`config.mk`:
```
export PLATFORM = sky130hd
export DESIGN_NAME = rbsi_merge
export DESIGN_NICKNAME = d
export VERILOG_FILES = /design/src/rtl/ray_box_slab_intersection_macros.svh /design/src/rtl/rbsi_pkg.sv /design/src/rtl/rbsi_merge.sv
export SDC_FILE = /design/constraint.sdc
export NUM_CORES = 1
export LEC_CHECK = 0
export BUFFER_PORTS_ARGS = -buffer_cell sky130_fd_sc_hd__buf_2
export CORE_UTILIZATION = 44
export DETAILED_ROUTE_END_ITERATION = 6
export PLACE_DENSITY = 0.67
export SLEW_MARGIN = 20
export SYNTH_ARGS = -nofsm -noshare
export SYNTH_HDL_FRONTEND = slang
export SYNTH_SLANG_ARGS = --single-unit
```
`constraint.sdc`:
```
create_clock -name i_clk -period 8.6 [get_ports i_clk]
set_clock_uncertainty 0.1 [all_clocks]
set_input_delay 1.72 -clock i_clk [delete_from_list [all_inputs] [get_ports i_clk]]
set_output_delay 1.72 -clock i_clk [all_outputs]
set_load 0.02 [all_outputs]
```
`src/rtl/ray_box_slab_intersection_macros.svh`:
```
// Assertion macros shared by the ray/box slab intersection RTL.
// Included by the files that carry concurrent checks; no other dependencies.
`ifndef RAY_BOX_SLAB_INTERSECTION_MACROS_SVH
`define RAY_BOX_SLAB_INTERSECTION_MACROS_SVH

// Same-cycle implication, checked at every rising clock edge out of reset.
`define RBSI_ASSERT_IMP(lbl, clk, rst_n, ante, cons) \
    lbl: assert property (@(posedge clk) disable iff (!rst_n) (ante) |-> (cons)) \
        else $error("rbsi check failed");

// Next-cycle implication, checked at every rising clock edge out of reset.
`define RBSI_ASSERT_NXT(lbl, clk, rst_n, ante, cons) \
    lbl: assert property (@(posedge clk) disable iff (!rst_n) (ante) |=> (cons)) \
        else $error("rbsi check failed");

`endif

```
`src/rtl/rbsi_pkg.sv`:
```
// Shared widths, constants and lane result types for the ray/box slab test.
// No dependencies; used by every RTL module of the block.
package rbsi_pkg;

    localparam int FIELD_W  = 32;  // signed Q16.16 coordinate
    localparam int EXT_W    = 31;  // unsigned Q15.16 box size
    localparam int FRAC_W   = 16;  // fraction bits
    localparam int DIFF_W   = 35;  // signed slab distance at twice the scale
    localparam int MAG_W    = 34;  // magnitude of a slab distance
    localparam int NUM_W    = MAG_W + FRAC_W;  // dividend width
    localparam int DEN_W    = FIELD_W + 1;     // magnitude of twice the direction
    localparam int T_W      = NUM_W + 1;       // signed crossing parameter
    localparam int MAX_AXES = 3;
    localparam int DIMS_DEF = 3;

    typedef struct packed {
        logic neg_lo;
        logic neg_hi;
        logic dir_zero;
        logic slab_miss;
    } t_side;

    typedef struct packed {
        logic                  limits;
        logic                  slab_miss;
        logic signed [T_W-1:0] t_lo;
        logic signed [T_W-1:0] t_hi;
    } t_lane_res;

endpackage

```
`src/rtl/rbsi_merge.sv`:
```
// Merges the lane intervals into the hit flag and the saturated entry distance.
// Depends on rbsi_pkg.
module rbsi_merge #(
    parameter int LANES = rbsi_pkg::MAX_AXES
) (
    input  logic                                 i_clk,
    input  logic                                 i_en,
    input  rbsi_pkg::t_lane_res                  i_res [LANES],
    output logic                                 o_hit,
    output logic signed [rbsi_pkg::FIELD_W-1:0]  o_t_entry
);

    localparam int TW = rbsi_pkg::T_W;
    localparam int FW = rbsi_pkg::FIELD_W;
    localparam logic signed [TW-1:0] T_MAX = TW'((64'sd1 <<< (FW - 1)) - 64'sd1);
    localparam logic signed [TW-1:0] T_MIN = -TW'(64'sd1 <<< (FW - 1));

    logic                 n_near_set, n_far_set, n_zmiss;
    logic signed [TW-1:0] n_near, n_far;
    logic                 r_near_set, r_far_set, r_zmiss;
    logic signed [TW-1:0] r_near, r_far;

    // Largest entry and smallest exit over the limiting axes.
    always_comb begin
        n_near_set = 1'b0;
        n_far_set  = 1'b0;
        n_zmiss    = 1'b0;
        n_near     = '0;
        n_far      = '0;
        for (int i = 0; i < LANES; i++) begin
            n_zmiss = n_zmiss | i_res[i].slab_miss;
            if (i_res[i].limits) begin
                if (!n_near_set || (i_res[i].t_lo > n_near)) begin
                    n_near = i_res[i].t_lo;
                end
                if (!n_far_set || (i_res[i].t_hi < n_far)) begin
                    n_far = i_res[i].t_hi;
                end
                n_near_set = 1'b1;
                n_far_set  = 1'b1;
            end
        end
    end

    always_ff @(posedge i_clk) begin
        if (i_en) begin
            r_near_set <= n_near_set;
            r_far_set  <= n_far_set;
            r_zmiss    <= n_zmiss;
            r_near     <= n_near;
            r_far      <= n_far;
        end
    end

    logic                 miss;
    logic signed [FW-1:0] t_sat;
    logic                 r_hit;
    logic signed [FW-1:0] r_t_entry;

    always_comb begin
        miss = r_zmiss
            || (r_near_set && r_far_set && (r_near > r_far))
            || (r_far_set && (r_far < 0));
        if (!r_near_set || (r_near < T_MIN)) begin
            t_sat = T_MIN[FW-1:0];
        end else if (r_near > T_MAX) begin
            t_sat = T_MAX[FW-1:0];
        end else begin
            t_sat = r_near[FW-1:0];
        end
    end

    always_ff @(posedge i_clk) begin
        if (i_en) begin
            r_hit     <= !miss;
            r_t_entry <= miss ? '0 : t_sat;
        end
    end

    assign o_hit     = r_hit;
    assign o_t_entry = r_t_entry;

endmodule

```
* Word-level counts from Yosys, hierarchy flattened
Index checks and enable logic that the tools add are counted.
** Storage, ports and cells
- Output and inout bits :: 33
- Input bits :: 314
- Register bits after elaboration :: 137
** Cells by class
- Multiplexer cells :: 14
- Magnitude comparators :: 8
- Bitwise logic cells :: 2
- Reduce and logical (&&, ||, !) cells :: 14
** Operators with widths (number)
- 51-bit 2-to-1 mux :: 10
- 51-bit greater-than comparator :: 3
- 51-bit < comparator :: 2
- 32-bit 2-to-1 mux :: 2
- 51-bit by 32-bit greater-than comparator with 1-bit output, second input constant :: 1
- 51-bit by 1-bit < comparator with 1-bit output, second input constant :: 1
- 51-bit by 32-bit < comparator with 1-bit output, second input constant :: 1
- 1-bit logical OR :: 7
- 1-bit logical NOT :: 4
- 1-bit logical AND :: 2
- 1-bit 2-to-1 mux :: 2
- 1-bit OR :: 2
- 2-bit OR reduction :: 1

* Longest topological paths before layout
Gate-level depths: netlist of run 1.
- Word-level depth :: 9
- Depth in mapped cells :: 29
- Gate-level depth less buffers :: 20

* Worst setup path after synthesis of run 1
Ideal clock, no wire load.
- Kind :: input -> register
- Start point :: input port i_res[311] (netlist name)
- End point :: register r_near[10], data pin
- Cell stages on the path :: 29
- Arrival :: 7481 ps
- Setup slack :: 754 ps
- Setup time :: 265 ps
- Cells stage by stage :: buf_2 -> clkbuf_1 -> clkbuf_1 -> clkbuf_1 -> clkbuf_1 -> nand2_1 -> ha_1 -> nand4_1 -> nor4_2 -> o31ai_1 -> a21oi_1 -> nor4_1 -> or4_1 -> and3_1 -> clkbuf_1 -> buf_2 -> a22oi_2 -> ha_1 -> a21o_1 -> a21o_1 -> a221o_1 -> a221oi_1 -> o211ai_1 -> a21oi_1 -> a221o_1 -> and3_1 -> clkbuf_1 -> buf_2 -> mux2i_1
** Between the ends
- Longest elaborated chain between the ends :: 9
- Elaborated cells between the ends (all ways) :: 13
** RTL lines
- start, declared :: RTL line rbsi_merge.sv:8 : input rbsi_pkg::t_lane_res i_res [LANES],
- 51-bit 2-to-1 mux / 1-bit 2-to-1 mux (equally long branches) :: RTL line rbsi_merge.sv:32 : if (i_res[i].limits) begin
- 51-bit greater-than comparator / 1-bit logical NOT (equally long branches) :: RTL line rbsi_merge.sv:33 : if (!n_near_set || (i_res[i].t_lo > n_near)) begin
- 1-bit logical OR :: RTL line rbsi_merge.sv:33
- 51-bit 2-to-1 mux :: RTL line rbsi_merge.sv:33
- 51-bit 2-to-1 mux :: RTL line rbsi_merge.sv:32
- 51-bit greater-than comparator :: RTL line rbsi_merge.sv:33
- 1-bit logical OR :: RTL line rbsi_merge.sv:33
- 51-bit 2-to-1 mux :: RTL line rbsi_merge.sv:33
- 51-bit 2-to-1 mux * :: RTL line rbsi_merge.sv:32
- via n_near[10] :: RTL line rbsi_merge.sv:19 : logic signed [TW-1:0] n_near, n_far;
- end signal, assigned :: RTL line rbsi_merge.sv:50 : r_near <= n_near;
- end, declared :: RTL line rbsi_merge.sv:21 : logic signed [TW-1:0] r_near, r_far;
The timed path passes the listed nets; every way through them passes the cells marked *.
A chain may end at the register's enable or synchronous reset.

* Worst setup path in the final report of run 1
- Start point :: input port i_res[311] (netlist name)
- End point :: register r_near[13], data pin
The elaborated chain is that of the path after synthesis.

==> impl_metrics.env, run 1 <==
export IMPL_path_delay_family="simple AND/OR/NAND/NOR gates"
export IMPL_insertion_delay_ns=0.42
export IMPL_worst_ir_drop_vdd_v=0.000112
export IMPL_hold_path_end="o_t_entry[31]$_SDFFCE_PN0P_"
export IMPL_crit_top_cell="buf_4"
export IMPL_finalCritPeriodShare_pct=91.6
export IMPL_place_hpwl_mm=33.7
export IMPL_worst_setup_path_end_kind="flop"
export IMPL_cts_tree="yes"
export IMPL_min_path_type="flop to flop"
export IMPL_route_detailed_drc=0
export IMPL_critPathRequiredTime_ns=8.64
export IMPL_wl_mm=40.3
export IMPL_viasPerCell=5.65
export IMPL_drt_iter0_drc=856
export IMPL_synth_most_common_cell="ha_1"
export IMPL_cts_resized=0
export IMPL_synth_top_area_share_pct=30.3
export IMPL_timing_rr_start="r_near[50]$_DFFE_PP_"
export IMPL_min_delay_start="r_zmiss$_DFFE_PP_"
export IMPL_areaGrowthSynthToFinish_pct=19.6
export IMPL_worstReg2RegEnd="o_t_entry[6]$_SDFFCE_PP0P_"
export IMPL_dieWidth_microns=178
export IMPL_holdWs_ns=0.499
export IMPL_min_period_ns=7.88
export IMPL_synth_area_sq_um=13600
export IMPL_drive_above_1_share_pct=25.7
export IMPL_io_buffers=346
export IMPL_total_leakage_power_nw=8.09
export IMPL_reg2regPathDepth=9
export IMPL_start_kind="primary input"
export IMPL_first_pass_iters=6
export IMPL_wire_per_inst_microns=18.6
export IMPL_die_h_microns=178
export IMPL_critPathMaxStageDelay_ns=0.58
export IMPL_relSlewSlack_pct=30.6
export IMPL_crit_arrival_ns=7.92
export IMPL_diodes=0
export IMPL_synth_common_cells="253 x ha_1, 165 x inv_1, 154 x nand2_1, 137 x edfxtp_1, 102 x a21oi_1"
export IMPL_holdPathStages=1
export IMPL_power_density_nw_per_um2=153
export IMPL_yosysTopAreaCell="edfxtp_1"
export IMPL_clkTransAtPathRegs_ns=0.06
export IMPL_rows=63
export IMPL_hold_viol=0
export IMPL_postRouteAntennaNets=0
export IMPL_ioPinCount=347
export IMPL_ctsHoldBuffers=0
export IMPL_yosysSeqAreaShare_pct=30.3
export IMPL_grt_pass1_vias=12100
export IMPL_cts_buffers=17
export IMPL_initial_core_util_pct=45.3
export IMPL_synthCells=1433
export IMPL_worstSetupPathType="primary input to flop"
export IMPL_overflow=0
export IMPL_setup_viol=0
export IMPL_post_cts_setup_buffers=0
export IMPL_clock_sinks=137
export IMPL_slew_violations=0
export IMPL_ys_async_sr_fraction_pct=0
export IMPL_yosys_warnings=0
export IMPL_rsz0062_at_grt="no"
export IMPL_critPathBufInv=3
export IMPL_synth_area_leaders="edfxtp_1 30%, ha_1 23%, mux2i_1 7.4%"
export IMPL_synth_seq_cells=137
export IMPL_status="finished clean"
export IMPL_track_usage_pct=25.4
export IMPL_rrSetupSlack_ns=4.92
export IMPL_synthDistinctLibCells=65
export IMPL_synth_enable_flop_cells=137
export IMPL_die_area_sq_um=31600
export IMPL_final_setup_tns_ns=0
export IMPL_cts_root_buf="clkbuf_16"
export IMPL_grt_max_degree=80
export IMPL_grt_antenna_before_repair=3
export IMPL_grt_pass1_wl_mm=61.7
export IMPL_core_area_sq_um=30000
export IMPL_tightest_slew_ns=1.04
export IMPL_num_vias=12300
export IMPL_synth_area_per_cell_sq_um=9.49
export IMPL_fmax_mhz=127
export IMPL_mappedNetlistNets=2000
export IMPL_cts_max_path_buffers=2
export IMPL_htree_levels=4
export IMPL_crit_chain="buf_4, nand2_1, ha_1, nand4_1, nor4_2, o31ai_1, a21oi_1, nor4_1, or4_1, nand3_2, buf_4, a22oi_2, ha_1, nand4_1, or2_2, or3_1, nor4_1, a221o_1, and3_2, buf_4, mux2i_1"
export IMPL_routabilityCongestion=0.917
export IMPL_fin_nets=2334
export IMPL_max_cap_violations=0
export IMPL_cp_max_fo=61
export IMPL_ys_flop_type="edfxtp_1"
export IMPL_slowest_stage="nor4_2"
==> worst max path at each step <==
stage	cells after the start	slack (ns)	endpoint	startpoint
detailed placement	22	0.38	r_near[13]$_DFFE_PP_	i_res[311]
CTS	22	0.82	r_near[13]$_DFFE_PP_	i_res[311]
floorplan	29	0.75	r_near[10]$_DFFE_PP_	i_res[311]
finish	21	0.72	r_near[13]$_DFFE_PP_	i_res[311]
global placement	22	0.53	r_near[44]$_DFFE_PP_	i_res[311]
global route	21	0.25	r_near[25]$_DFFE_PP_	i_res[311]
==> sequential cells by signal, indices dropped and copies added, names as in the netlist <==
register	cells
r_far_set	1
o_hit	1
o_t_entry	32
r_far	51
r_zmiss	1
r_near	51
==> where the power goes <==
part	internal [W]	switching [W]	leakage, nW
combinational	0.000403	0.000523	6.48
clock	0.000362	0.000276	0.243
sequential	0.000850	0.0000693	1.36
==> cell families (layout without fill, tap and decap cells) <==
| group | after synthesis | in the layout | synth area share [%] |
|---|---|---|---|
| adder cells (fa/ha/maj) | 253 | 253 | 23.3 |
| flip-flops | 137 | 137 | 30.3 |
| AO/OA/AOI/OAI | 353 | 353 | 19.2 |
| buffers and inverters | 217 | 563 | 6.57 |
| multiplexers | 102 | 102 | 7.53 |
| AND/OR/NAND/NOR | 371 | 371 | 13.2 |
==> layout by cell type (no fill, tap or decap), types with 5 or more instances in the layout <==
| cell | instances |
|---|---|
| nand3_1 | 27 |
| nand2_1 | 154 |
| buf_2 | 344 |
| nor3_1 | 12 |
| nor2b_1 | 8 |
| o21a_1 | 41 |
| o21ai_0 | 39 |
| clkinv_2 | 5 |
| and4_1 | 7 |
| edfxtp_1 | 137 |
| a22oi_1 | 25 |
| nor4_1 | 12 |
| a21oi_1 | 102 |
| a21o_1 | 35 |
| nor2_1 | 61 |
| o211ai_1 | 6 |
| ha_1 | 253 |
| inv_1 | 165 |
| clkbuf_16 | 17 |
| mux2i_1 | 100 |
| nand4_1 | 52 |
| buf_4 | 19 |
| a221oi_1 | 5 |
| a22oi_2 | 50 |
| a211oi_1 | 19 |
| or3_1 | 6 |
==> final cells by class <==
cell class                      count  area, sq um
Sequential cell                   137         4110
Tap cell                          390          488
Timing Repair Buffer              366         1920
Inverter                          166          623
Clock buffer                       17          425
Fill cell                        2764        13800
Clock inverter                     14         83.8
Multi-Input combinational cell   1079         8620
==> per-layer routing <==
layer / up-vias / GRT usage [%] / wire (microns)
met1: 5750 / 31.6 / 17000
met4: 6 / 6.94 / 907
met5: - / 0 / 37
met3: 56 / 4.33 / 2410
met2: 426 / 44.8 / 19900
li1: 6022 / - / -
==> metrics by stage <==
stage                     worst slack [ns]  area (sq um)  power (W)  utilization [%]  cells
after floorplan                      0.754         13600    0.00152                -   1433
after global placement               0.534         15800    0.00183             52.5   2138
after detailed placement             0.379         15800    0.00185             52.5   2138
after CTS                            0.824         16300    0.00250             54.2   2169
after global routing                 0.253         16300    0.00264             54.2   2169
final                                0.723         16300    0.00248             54.2   2169
Note: power is estimated with default switching activity, not from simulation.
==> inputs of run 2 (changes only) <==
- CORE_UTILIZATION: 44 -> 55
- PLACE_DENSITY: 0.67 -> 0.81
==> impl_metrics.env, run 2 (synthesis results as in run 1) <==
export IMPL_multi_input_area_sq_um=8620
export IMPL_worst_setup_path_end_kind="flop"
export IMPL_relSlewSlack_pct=28.3
export IMPL_finalCritPeriodShare_pct=91.7
export IMPL_fin_nets=2332
export IMPL_hold_path_end="o_t_entry[31]$_SDFFCE_PN0P_"
export IMPL_wire_per_inst_microns=18.3
export IMPL_timing_rr_start="r_near[50]$_DFFE_PP_"
export IMPL_route_detailed_drc=0
export IMPL_cp_max_fo=63
export IMPL_worstSetupPathType="primary input to flop"
export IMPL_grt_max_degree=85
export IMPL_rrSetupSlack_ns=4.90
export IMPL_dieWidth_microns=159
export IMPL_wl_met1_mm=15.7
export IMPL_rows=57
export IMPL_hold_viol=0
export IMPL_power_density_nw_per_um2=156
export IMPL_final_setup_tns_ns=0
export IMPL_wl_mm=38.6
export IMPL_holdPathStages=1
export IMPL_start_kind="primary input"
export IMPL_register_area_sq_um=4110
export IMPL_worstReg2RegEnd="o_t_entry[28]$_SDFFCE_PP0P_"
export IMPL_dp_slack_ns=0.445
export IMPL_initial_core_util_pct=56.1
export IMPL_insertion_delay_ns=0.43
export IMPL_drive_above_1_share_pct=25.7
export IMPL_rsz0062_at_grt="no"
export IMPL_areaGrowthSynthToFinish_pct=19.2
export IMPL_cts_max_path_buffers=2
export IMPL_min_period_ns=7.89
export IMPL_worst_ir_drop_vdd_v=0.000139
export IMPL_ctsHoldBuffers=0
export IMPL_max_cap_violations=0
export IMPL_cts_resized=0
export IMPL_reg2regPathDepth=9
export IMPL_postRouteAntennaNets=0
export IMPL_crit_arrival_ns=7.97
export IMPL_cts_tree="yes"
export IMPL_setup_viol=0
export IMPL_grt_pass1_wl_mm=60.3
export IMPL_layout_common_cells="344 x buf_2, 253 x ha_1, 165 x inv_1"
export IMPL_place_hpwl_mm=31.8
export IMPL_fill_cells=1979
export IMPL_min_path_type="flop to flop"
export IMPL_core_area_sq_um=24200
export IMPL_routabilityCongestion=0.997
export IMPL_fmax_mhz=127
export IMPL_min_delay_start="r_far_set$_SDFFCE_PP1P_"
export IMPL_wl_met3_mm=2.45
export IMPL_cts_buffers=17
export IMPL_die_area_sq_um=25400
export IMPL_viasPerCell=5.91
export IMPL_cts_root_buf="clkbuf_16"
export IMPL_grt_antenna_before_repair=2
export IMPL_status="finished clean"
export IMPL_io_buffers=346
export IMPL_tightest_slew_ns=1.08
export IMPL_ioPinCount=347
export IMPL_grt_pass1_vias=12300
export IMPL_total_leakage_power_nw=8.10
export IMPL_clock_sinks=137
export IMPL_slew_violations=0
export IMPL_clkTransAtPathRegs_ns=0.07
export IMPL_overflow=0
export IMPL_drt_iter0_drc=907
export IMPL_first_pass_iters=5
export IMPL_topRoutingLayerUsed="met5"
export IMPL_layout_setup_ws_ns=0.714
export IMPL_htree_levels=4
export IMPL_utilization_pct=66.9
export IMPL_post_cts_setup_buffers=0
export IMPL_num_vias=12400
export IMPL_final_common_cell="buf_2"
export IMPL_critPathRequiredTime_ns=8.68
export IMPL_die_h_microns=159
export IMPL_track_usage_pct=30.2
export IMPL_wl_met2_mm=18.9
[run 2: cell count changes in the layout (fill, tap and decap cells not counted), moves of 3 or more]
cell / change
clkinv_4: +4
clkinv_1: -3
clkinv_2: -4
inv_6: +3
[run 2: power by group]
part / switching [W] / leakage, nW / internal, W
registers: 0.0000643 / 1.36 / 0.000850
clock network: 0.000306 / 0.261 / 0.000376
logic: 0.000530 / 6.47 / 0.000407
[run 2: routing by layer]
layer  vias to the layer above  global-route usage, %
met5                         -                      0
met3                       115                   5.34
li1                       6041                      -
met2                       506                   52.8
met4                         2                   12.5
met1                      5763                   36.6
[run 2: layout make-up]
type | count | share of cell area [%]
diodes | 1 | 0.0154
clock buffers | 19 | 2.67
clock inverters | 13 | 0.679
inverters | 166 | 3.84
multi-input cells | 1079 | 53.1
flip-flops and latches | 137 | 25.4
well taps | 324 | 2.50
repair buffers | 364 | 11.8
[run 2: worst max-delay path, cell delays in order]
cell	delay (ns)
buf_4	0.52
nand2_1	0.12
ha_1	0.35
nand4_1	0.26
nor4_2	0.63
o31ai_1	0.23
a21oi_1	0.22
nor4_1	0.08
or4_1	0.52
nand3_2	0.44
a22oi_2	0.17
ha_1	0.31
a21o_1	0.18
a21o_1	0.17
a221o_1	0.31
a221oi_1	0.29
o211ai_1	0.20
a21oi_1	0.22
a221o_1	0.17
and3_2	0.21
buf_12	0.23
mux2_2	0.36
[run 2: metrics by stage]
stage	cell area, sq um	instances	hold slack, ns	power (W)
4_1_cts	16200	2102	0.507	0.00253
5_1_grt	16200	2103	0.545	0.00268
3_3_place_gp	15700	2070	0.503	0.00181
3_5_place_dp	15700	2070	0.501	0.00185
6_report	16200	2103	0.507	0.00253
2_1_floorplan	13600	1433	0.452	0.00152
[run 2: how the worst max path moves through the flow]
stage / end / start / cells past startpoint
3_3_place_gp: r_near[0]$_DFFE_PP_ / i_res[311] / 22
4_1_cts: r_near[0]$_DFFE_PP_ / i_res[311] / 22
3_5_place_dp: r_near[0]$_DFFE_PP_ / i_res[311] / 22
2_1_floorplan: r_near[10]$_DFFE_PP_ / i_res[311] / 29
6_report: r_near[0]$_DFFE_PP_ / i_res[311] / 22
5_1_grt: r_near[0]$_DFFE_PP_ / i_res[311] / 22
